### config.mk
export PLATFORM = sky130hd
export DESIGN_NAME = debug_packet_receiver_responder
export DESIGN_NICKNAME = d
export VERILOG_FILES = /design/src/dprr_pkg.sv /design/src/dprr_front.sv /design/src/dprr_cmdq.sv /design/src/dprr_back.sv /design/src/debug_packet_receiver_responder.sv
export VERILOG_INCLUDE_DIRS = /design/src /design/src/src
export SDC_FILE = /design/constraint.sdc
export NUM_CORES = 1
export LEC_CHECK = 0
export BUFFER_PORTS_ARGS = -buffer_cell sky130_fd_sc_hd__buf_4
export CAP_MARGIN = 15
export CORE_ASPECT_RATIO = 1.25
export CORE_MARGIN = 2
export CORE_UTILIZATION = 60
export CTS_CLUSTER_SIZE = 25
export DETAILED_ROUTE_END_ITERATION = 6
export GPL_ROUTABILITY_DRIVEN = 0
export PLACE_DENSITY = 0.91
export SKIP_LAST_GASP = 1
export SYNTH_ARGS = -nofsm -noshare
export SYNTH_HDL_FRONTEND = slang
export SYNTH_SLANG_ARGS = --single-unit
### constraint.sdc
create_clock -name clk_i -period 3.1 [get_ports clk_i]
set_input_delay 0.31 -clock clk_i [delete_from_list [all_inputs] [get_ports clk_i]]
set_output_delay 0.31 -clock clk_i [all_outputs]
set_load 0.1 [all_outputs]
### src/debug_packet_receiver_responder_macros.svh
// Assertion helpers shared by the RTL files.
`ifndef DEBUG_PACKET_RECEIVER_RESPONDER_MACROS_SVH
`define DEBUG_PACKET_RECEIVER_RESPONDER_MACROS_SVH

// Check a property on every clock edge outside reset.
`define DPRR_ASSERT(lbl, prop, msg) \
  lbl: assert property (@(posedge clk_i) disable iff (!rst_ni) (prop)) else $error(msg);

// Check a property on every clock edge, reset included.
`define DPRR_ASSERT_ALWAYS(lbl, prop, msg) \
  lbl: assert property (@(posedge clk_i) (prop)) else $error(msg);

`endif

### src/dprr_pkg.sv
package dprr_pkg;

  // Link characters.
  localparam logic [7:0] CH_START = 8'h24;  // '$'
  localparam logic [7:0] CH_CHECK = 8'h23;  // '#'
  localparam logic [7:0] CH_ACK   = 8'h2B;  // '+'
  localparam logic [7:0] CH_NACK  = 8'h2D;  // '-'
  localparam logic [7:0] CH_ZERO  = 8'h30;  // '0'
  localparam logic [7:0] BYTE_MASK = 8'hFF;

  // Event codes reported with each result.
  localparam logic [2:0] EV_NONE     = 3'd0;
  localparam logic [2:0] EV_ACK      = 3'd1;
  localparam logic [2:0] EV_NACK     = 3'd2;
  localparam logic [2:0] EV_JUNK     = 3'd3;
  localparam logic [2:0] EV_GOOD     = 3'd4;
  localparam logic [2:0] EV_BAD      = 3'd5;
  localparam logic [2:0] EV_OVERFLOW = 3'd6;

  // Default sizes.
  localparam int MAX_PACKET_BYTES_DEF = 128;
  localparam int CMDQ_DEPTH_DEF       = 4;

  // Number of reply bytes in the empty reply "$#00".
  localparam int REPLY_LEN = 4;
  localparam int REM_W     = $clog2(REPLY_LEN + 1);

  // One classified request handed from front to back.
  typedef struct packed {
    logic [2:0] ev;     // event code of the first result
    logic       reply;  // append the empty reply packet
  } cmd_t;

endpackage

### src/dprr_front.sv
module dprr_front #(
  parameter int MAX_PACKET_BYTES = dprr_pkg::MAX_PACKET_BYTES_DEF
) (
  input  logic             clk_i,
  input  logic             rst_ni,
  input  logic             cfg_we_i,
  input  logic             reply_empty_on_good_i,
  input  logic             acc_i,
  input  logic [7:0]       rx_byte_i,
  output logic             cmd_push_o,
  output dprr_pkg::cmd_t   cmd_o
);

  localparam logic [1:0] PH_IDLE    = 2'd0;
  localparam logic [1:0] PH_PAYLOAD = 2'd1;
  localparam logic [1:0] PH_HIGH    = 2'd2;
  localparam logic [1:0] PH_LOW     = 2'd3;

  // Payload capacity leaves room for '$', '#' and two digits.
  localparam logic [7:0] LEN_LIMIT = 8'(MAX_PACKET_BYTES - 4);

  logic [1:0] phase_q, phase_d;
  logic [7:0] sum_q, sum_d;
  logic [7:0] len_q, len_d;
  logic [3:0] hi_q, hi_d;
  logic       hibad_q, hibad_d;
  logic       reply_en_q;
  logic [4:0] hex;

  // Return {valid, nibble}.
  function automatic logic [4:0] hex_decode(input logic [7:0] c);
    logic [4:0] r;
    r = 5'b0;
    if (c >= 8'h30 && c <= 8'h39) begin
      r = {1'b1, 4'(c - 8'h30)};
    end else if (c >= 8'h61 && c <= 8'h66) begin
      r = {1'b1, 4'(c - 8'h57)};
    end else if (c >= 8'h41 && c <= 8'h46) begin
      r = {1'b1, 4'(c - 8'h37)};
    end
    return r;
  endfunction

  assign hex = hex_decode(rx_byte_i);

  always_comb begin
    phase_d    = phase_q;
    sum_d      = sum_q;
    len_d      = len_q;
    hi_d       = hi_q;
    hibad_d    = hibad_q;
    cmd_push_o = 1'b0;
    cmd_o.ev   = dprr_pkg::EV_NONE;
    cmd_o.reply = 1'b0;
    if (acc_i) begin
      unique case (phase_q)
        PH_IDLE: begin
          if (rx_byte_i == dprr_pkg::CH_START) begin
            phase_d = PH_PAYLOAD;
            sum_d   = 8'd0;
            len_d   = 8'd0;
            hi_d    = 4'd0;
            hibad_d = 1'b0;
          end else begin
            cmd_push_o = 1'b1;
            if (rx_byte_i == dprr_pkg::CH_ACK) begin
              cmd_o.ev = dprr_pkg::EV_ACK;
            end else if (rx_byte_i == dprr_pkg::CH_NACK) begin
              cmd_o.ev = dprr_pkg::EV_NACK;
            end else begin
              cmd_o.ev = dprr_pkg::EV_JUNK;
            end
          end
        end
        PH_PAYLOAD: begin
          if (rx_byte_i == dprr_pkg::CH_CHECK) begin
            phase_d = PH_HIGH;
          end else if (len_q >= LEN_LIMIT) begin
            // drop the packet
            cmd_push_o = 1'b1;
            cmd_o.ev   = dprr_pkg::EV_OVERFLOW;
            phase_d    = PH_IDLE;
            sum_d      = 8'd0;
            len_d      = 8'd0;
          end else begin
            sum_d = sum_q + rx_byte_i;
            len_d = len_q + 8'd1;
          end
        end
        PH_HIGH: begin
          hi_d    = hex[4] ? hex[3:0] : 4'd0;
          hibad_d = ~hex[4];
          phase_d = PH_LOW;
        end
        PH_LOW: begin
          cmd_push_o = 1'b1;
          if (!hex[4] || hibad_q || ({hi_q, hex[3:0]} != sum_q)) begin
            cmd_o.ev = dprr_pkg::EV_BAD;
          end else begin
            cmd_o.ev    = dprr_pkg::EV_GOOD;
            cmd_o.reply = reply_en_q;
          end
          phase_d = PH_IDLE;
          sum_d   = 8'd0;
          len_d   = 8'd0;
          hi_d    = 4'd0;
          hibad_d = 1'b0;
        end
        default: phase_d = PH_IDLE;
      endcase
    end
  end

  always_ff @(posedge clk_i or negedge rst_ni) begin
    if (!rst_ni) begin
      phase_q    <= PH_IDLE;
      sum_q      <= 8'd0;
      len_q      <= 8'd0;
      hi_q       <= 4'd0;
      hibad_q    <= 1'b0;
      reply_en_q <= 1'b1;
    end else begin
      phase_q <= phase_d;
      sum_q   <= sum_d;
      len_q   <= len_d;
      hi_q    <= hi_d;
      hibad_q <= hibad_d;
      if (cfg_we_i) begin
        reply_en_q <= reply_empty_on_good_i;
      end
    end
  end

`include "debug_packet_receiver_responder_macros.svh"

  `DPRR_ASSERT_ALWAYS(a_len_in_range, len_q <= LEN_LIMIT, "payload length beyond capacity")

endmodule

### src/dprr_cmdq.sv
module dprr_cmdq #(
  parameter int DEPTH = dprr_pkg::CMDQ_DEPTH_DEF
) (
  input  logic           clk_i,
  input  logic           rst_ni,
  input  logic           push_i,
  input  dprr_pkg::cmd_t wdata_i,
  output logic           full_o,
  input  logic           pop_i,
  output dprr_pkg::cmd_t rdata_o,
  output logic           empty_o
);

  localparam int PTR_W = (DEPTH > 1) ? $clog2(DEPTH) : 1;
  localparam int CNT_W = $clog2(DEPTH + 1);
  localparam logic [PTR_W-1:0] PTR_LAST = PTR_W'(DEPTH - 1);
  localparam logic [CNT_W-1:0] CNT_FULL = CNT_W'(DEPTH);

  dprr_pkg::cmd_t mem [DEPTH];

  logic [PTR_W-1:0] wr_ptr_q, rd_ptr_q;
  logic [CNT_W-1:0] cnt_q;
  logic             do_push, do_pop;

  assign full_o  = (cnt_q == CNT_FULL);
  assign empty_o = (cnt_q == '0);
  assign do_push = push_i & ~full_o;
  assign do_pop  = pop_i & ~empty_o;
  assign rdata_o = mem[rd_ptr_q];

  always_ff @(posedge clk_i) begin
    if (do_push) begin
      mem[wr_ptr_q] <= wdata_i;
    end
  end

  always_ff @(posedge clk_i or negedge rst_ni) begin
    if (!rst_ni) begin
      wr_ptr_q <= '0;
      rd_ptr_q <= '0;
      cnt_q    <= '0;
    end else begin
      if (do_push) begin
        wr_ptr_q <= (wr_ptr_q == PTR_LAST) ? '0 : wr_ptr_q + 1'b1;
      end
      if (do_pop) begin
        rd_ptr_q <= (rd_ptr_q == PTR_LAST) ? '0 : rd_ptr_q + 1'b1;
      end
      if (do_push && !do_pop) begin
        cnt_q <= cnt_q + 1'b1;
      end else if (do_pop && !do_push) begin
        cnt_q <= cnt_q - 1'b1;
      end
    end
  end

`include "debug_packet_receiver_responder_macros.svh"

  `DPRR_ASSERT_ALWAYS(a_cnt_bound, cnt_q <= CNT_FULL, "command queue count overrun")

endmodule

### src/dprr_back.sv
module dprr_back (
  input  logic           clk_i,
  input  logic           rst_ni,
  input  dprr_pkg::cmd_t cmd_i,
  input  logic           cmd_empty_i,
  output logic           cmd_pop_o,
  output logic           empty_o,
  input  logic           pop_i,
  output logic [2:0]     event_code_o,
  output logic           tx_valid_o,
  output logic [7:0]     tx_byte_o,
  output logic           last_result_o
);

  localparam int RW = dprr_pkg::REM_W;
  localparam logic [RW-1:0] REM_FULL = RW'(dprr_pkg::REPLY_LEN);

  logic          vld_q, vld_d;
  logic [RW-1:0] rem_q, rem_d;
  logic [2:0]    ev_q, ev_d;
  logic          txv_q, txv_d;
  logic [7:0]    txb_q, txb_d;
  logic          last_q, last_d;
  logic          slot_free;

  // Output slot takes a new result when empty or being drained.
  assign slot_free = ~vld_q | pop_i;

  always_comb begin
    vld_d     = vld_q;
    rem_d     = rem_q;
    ev_d      = ev_q;
    txv_d     = txv_q;
    txb_d     = txb_q;
    last_d    = last_q;
    cmd_pop_o = 1'b0;
    if (slot_free) begin
      if (rem_q != '0) begin
        // Emit the next reply byte of "$#00".
        vld_d  = 1'b1;
        ev_d   = dprr_pkg::EV_NONE;
        txv_d  = 1'b1;
        last_d = (rem_q == RW'(1));
        rem_d  = rem_q - 1'b1;
        case (rem_q)
          RW'(4):  txb_d = dprr_pkg::CH_START;
          RW'(3):  txb_d = dprr_pkg::CH_CHECK;
          default: txb_d = dprr_pkg::CH_ZERO;
        endcase
      end else if (!cmd_empty_i) begin
        cmd_pop_o = 1'b1;
        vld_d     = 1'b1;
        ev_d      = cmd_i.ev;
        last_d    = ~cmd_i.reply;
        rem_d     = cmd_i.reply ? REM_FULL : '0;
        case (cmd_i.ev)
          dprr_pkg::EV_GOOD: begin
            txv_d = 1'b1;
            txb_d = dprr_pkg::CH_ACK;
          end
          dprr_pkg::EV_BAD: begin
            txv_d = 1'b1;
            txb_d = dprr_pkg::CH_NACK;
          end
          default: begin
            txv_d = 1'b0;
            txb_d = 8'd0;
          end
        endcase
      end else begin
        vld_d = 1'b0;
      end
    end
  end

  always_ff @(posedge clk_i or negedge rst_ni) begin
    if (!rst_ni) begin
      vld_q <= 1'b0;
      rem_q <= '0;
    end else begin
      vld_q <= vld_d;
      rem_q <= rem_d;
    end
  end

  always_ff @(posedge clk_i) begin
    ev_q   <= ev_d;
    txv_q  <= txv_d;
    txb_q  <= txb_d;
    last_q <= last_d;
  end

  assign empty_o       = ~vld_q;
  assign event_code_o  = ev_q;
  assign tx_valid_o    = txv_q;
  assign tx_byte_o     = txb_q;
  assign last_result_o = last_q;

`include "debug_packet_receiver_responder_macros.svh"

  `DPRR_ASSERT_ALWAYS(a_rem_needs_slot, (rem_q == '0) || vld_q, "reply bytes pending without result")
  `DPRR_ASSERT(a_rem_bound, rem_q <= REM_FULL, "reply counter overrun")
  `DPRR_ASSERT(a_silent_is_last, (vld_q && !txv_q) |-> last_q, "silent result not final")

endmodule

### src/debug_packet_receiver_responder.sv
// Channel   Direction  Handshake              Payload
// --------  ---------  ---------------------  ----------------------------------------------
// request   in         push / full            rx_byte_i
// result    out        empty / pop            event_code_o, tx_valid_o, tx_byte_o,
//                                             last_result_o
// config    in         cfg_we_i (no wait)     reply_empty_on_good_i
//
// One request is taken per cycle while the command queue has room; framing, checksum and
// length tracking are done in the front part in the cycle of acceptance, and the first
// result of a request reaches the result ports through the command queue and the back part's
// output register. The back part delivers one result per cycle unless the result side stalls,
// so a good packet with the empty reply enabled gives five results, others give one.
// Silent requests ('$', payload bytes, '#', first digit) queue nothing. full rises when the
// CMDQ_DEPTH-entry command queue fills: behind a stalled result side, or when good packets
// come back to back, since "$#00" gives five results for four requests.
// Reset clears framing state, the queue and the output slot, and sets the reply enable.
module debug_packet_receiver_responder #(
  parameter int MAX_PACKET_BYTES = dprr_pkg::MAX_PACKET_BYTES_DEF,
  parameter int CMDQ_DEPTH       = dprr_pkg::CMDQ_DEPTH_DEF
) (
  input  logic       clk_i,
  input  logic       rst_ni,
  // configuration
  input  logic       cfg_we_i,
  input  logic       reply_empty_on_good_i,
  // request side
  input  logic       push,
  output logic       full,
  input  logic [7:0] rx_byte_i,
  // result side
  output logic       empty,
  input  logic       pop,
  output logic [2:0] event_code_o,
  output logic       tx_valid_o,
  output logic [7:0] tx_byte_o,
  output logic       last_result_o
);

  logic           acc;
  logic           cmd_push;
  dprr_pkg::cmd_t cmd_wr;
  dprr_pkg::cmd_t cmd_rd;
  logic           cmd_empty;
  logic           cmd_pop;

  // Accept a request whenever the command queue can hold its outcome.
  assign acc = push & ~full;

  // Front: frame bytes, track sum and length, classify.
  dprr_front #(
    .MAX_PACKET_BYTES(MAX_PACKET_BYTES)
  ) u_front (
    .clk_i                (clk_i),
    .rst_ni               (rst_ni),
    .cfg_we_i             (cfg_we_i),
    .reply_empty_on_good_i(reply_empty_on_good_i),
    .acc_i                (acc),
    .rx_byte_i            (rx_byte_i),
    .cmd_push_o           (cmd_push),
    .cmd_o                (cmd_wr)
  );

  // Decouple framing from result delivery.
  dprr_cmdq #(
    .DEPTH(CMDQ_DEPTH)
  ) u_cmdq (
    .clk_i  (clk_i),
    .rst_ni (rst_ni),
    .push_i (cmd_push),
    .wdata_i(cmd_wr),
    .full_o (full),
    .pop_i  (cmd_pop),
    .rdata_o(cmd_rd),
    .empty_o(cmd_empty)
  );

  // Back: expand each command into one or five results.
  dprr_back u_back (
    .clk_i        (clk_i),
    .rst_ni       (rst_ni),
    .cmd_i        (cmd_rd),
    .cmd_empty_i  (cmd_empty),
    .cmd_pop_o    (cmd_pop),
    .empty_o      (empty),
    .pop_i        (pop),
    .event_code_o (event_code_o),
    .tx_valid_o   (tx_valid_o),
    .tx_byte_o    (tx_byte_o),
    .last_result_o(last_result_o)
  );

endmodule

==> impl_results.md <==
- Status: finished, final reports clean
- Worst-margin pin slew: 0.9409 ns
- Clk_lat worst skew: 0.34 ns
- Startpoint types: flip-flop
- Final Max Tran Viols: 0
- Die X: 72.25 µm
- Gate Count Post-Synth: 332
- #FFs+latches synth: 61
- Vias in the first global route: 2738
- Ratio of cells with drive above 1 in the final layout: 0.1833
- CP Max Fanout: 6
- Clock Tree Buf Depth: 2
- Final worst setup slack: 0.3013 ns
- Number of flops mapped to enable cells by yosys: 26
- Met1 usage: 0.2556
- CTS clk-pin slew, worst paths: 0.07 ns
- Die H: 89.31 µm
- Utilization after layout: 0.7002
- Final hold slack: 0.1267 ns
- # diodes: 0
- Drt initial violations: 101
- Final setup fails: 0
- Sequential fraction of the synthesis area: 0.4746
- Crit share post-route: 0.9028
- Area Growth Syn to Fin: 14.29%
- Critical Path RT: 3.36 ns
- Clock Sink Count: 61
- Synthesis Warnings: 0
- Met3 Use GR: 0.06201
- Crit-path max cell delay: 0.51 ns
- Placement-stage worst setup slack: 0.09931 ns
- Via count: 2630
- Post-CTS sizing: 0
- CTS tree: built
- Global Route Usage Sum: 0.2468
- Final nets: 400
- DRT Pass-1 Iters: 5
- Power per cell area: 956.0 nW/µm²
- Post-Syn Area: 3493 µm²
- Pin count of the biggest net entering global routing: 36
- Ys flop type: dfrtp_1
- Fillcell total: 411
- Clock Skews: 0.004937 ns
- Final WL: 7.071 mm
- Max-cap violations: 0
- Rows: 31
- CP Cell Sequence: nand2_1 > o21a_1 > o21ai_0 > a21oi_1 > nor2_1 > ha_1 > inv_1 > fa_1 > xor2_1 > nor2_1 > xor2_1
- Initial antenna violation count: 0
- Fmax: 357.3 MHz
- WL/cell: 16.18 µm
- First-pass GRT wire length: 12.08 mm
- Synth cell types: 61
- Hold Fails Final Rpt: 0
- Relative slew slack: 0.3727
- Worst hold path type: in2reg
- Port Buffers: 26
- CP Buf/Inv Count: 1
- Leak Pwr: 0.001696 µW
- RSZ-0062 raised after global routing: false
- Post-route ant nets: 0
- Grt met2 use: 0.4545
- TritonCTS Buffers: 9
- Fin area: 3993 µm²
- Placement Cell Area: 3771 µm²
- Minimum clock period: 2.799 ns
- Post-detail-place hpwl: 5.265 mm
- Crit path max-delay family: compound AO/OA/AOI/OAI gates
- Root Buffer: clkbuf_8
- Setup TNS: 0 ns
- Worst VDD drop: 556.4 µV
- Global route overflow: 0
- Starting Density: 0.6127
- Slowest cell on crit path: o21ai_0
- CP Capture Type: flip-flop
- Die ar.: 6453 µm²
- Syn_area_per_cell: 10.52 µm²
- Share of synthesized registers carrying an async set or reset: 0.5738
- H-tree depth: 3
- Vias per cell: 6.018
- Critical Path AT: 3.06 ns
- CORE AREA: 5702 µm²
- # DRC: 0
- # IOs: 29
- Crit path kind: reg2reg
- Top Usage Layer GRT: met2
## state kept, by name (all words and copies together) (netlist names), 2 cells and up, named ones only
signal,count
u_back.tx_byte_o,5
u_front.len_q,8
u_cmdq.cnt_q,3
u_front.sum_q,8
u_back.rem_q,3
u_cmdq.rd_ptr_q,2
u_front.hi_q,4
u_cmdq.wr_ptr_q,2
u_back.event_code_o,3
u_cmdq.mem,16
## worst register-to-register path: cells and delay by family (launching register included)
family / cells / cell delay, ns
buf+inv: 1 / 0.07
compound gates: 3 / 0.99
xor+xnor: 2 / 0.33
fa+ha+maj: 2 / 0.56
simple gates: 3 / 0.36
flops: 1 / 0.43
## layer usage
layer	routed length, µm	share of wire
met3	283	0.040
met1	2773	0.39
met4	162	0.023
met2	3851	0.54
met5	0	0
## stage by stage
stage | total power (µW) | std cells
final | 3817 | 437
after global routing | 4030 | 437
after CTS | 3843 | 437
after detailed placement | 3094 | 420
after global placement | 3004 | 420
after floorplan | 2696 | 333
## final timing paths
path                       cells past startpoint  slack (ns)             start                 end
max reg2reg                                   11        0.30  u_front.len_q[3]     u_cmdq.cnt_q[2]
min                                            2        0.13          cfg_we_i  u_front.reply_en_q
max                                           11        0.30  u_front.len_q[3]     u_cmdq.cnt_q[2]
min in group asynchronous                      2        0.47            rst_ni     u_front.hi_q[0]
max in group asynchronous                      2        2.28            rst_ni    u_front.len_q[2]
min reg2reg                                    1        0.50  u_front.len_q[6]    u_front.len_q[6]
## area by class of cell
class | instances | area (µm²) | share of cell area
well taps | 66 | 82.58 | 0.02068
flip-flops and latches | 61 | 1658 | 0.4152
repair buffers | 37 | 280.3 | 0.07020
clock inverters | 3 | 42.54 | 0.01065
multi-input cells | 239 | 1693 | 0.4240
inverters | 18 | 67.56 | 0.01692
clock buffers | 13 | 168.9 | 0.04231
## what timing repair did
item                                   in CTS  in global routing
hold buffers                                1                  0
setup buffers                               0                  0
endpoints found under the hold margin      34                  0
## power breakdown
| group | switching [µW] | total (µW) | internal, µW |
|---|---|---|---|
| clock | 305 | 741 | 436 |
| sequential | 214 | 1340 | 1120 |
| combinational | 1140 | 1740 | 599 |
## cells by family (layout without fill, tap and decap cells)
| logic type | count (synthesis) | in the layout | synth area share |
|---|---|---|---|
| compound gates | 75 | 75 | 0.1494 |
| xor+xnor | 14 | 14 | 0.03510 |
| fa+ha+maj | 20 | 20 | 0.07593 |
| buf+inv | 33 | 71 | 0.04191 |
| flops | 61 | 61 | 0.4746 |
| mux | 8 | 8 | 0.03868 |
| other cells | 1 | 2 | 0.001073 |
| simple gates | 120 | 120 | 0.1834 |
## synthesized netlist by cell type (3+ instances only)
cell	instances	area, µm²
edfxtp_1	26	780.8
nor2b_1	5	31.28
buf_4	4	30.03
o21a_1	3	22.52
a211o_1	3	26.28
nor3b_1	6	45.04
a31oi_1	5	31.28
or3_1	4	25.02
a22oi_1	3	22.52
xnor2_1	9	78.83
nor4_1	3	18.77
ha_1	18	225.2
mux4_2	4	90.09
and3_1	3	18.77
nor3_1	11	55.05
nand2b_1	4	25.02
mux2_2	4	45.04
xor2_1	5	43.79
a22o_1	6	52.55
nand2_1	32	120.1
a21oi_1	9	45.04
nor2_1	21	78.83
inv_1	18	67.56
nand4_1	4	25.02
dfrtp_1	34	850.8
o21ai_0	19	95.09
and2_1	6	37.54
nand3_1	8	40.04
clkbuf_1	10	37.54
o31ai_1	7	52.55
## cells in the final DEF (no fill, tap or decap), drive strengths merged, types with 7 or more instances in the layout
cell type / n
buf: 36
dfrtp: 34
nand2: 32
edfxtp: 26
nor2: 21
o21ai: 19
inv: 18
ha: 18
clkbuf: 13
nor3: 11
a21oi: 9
xnor2: 9
nand3: 8
o31ai: 7
Power figures use the tool's default switching activity.
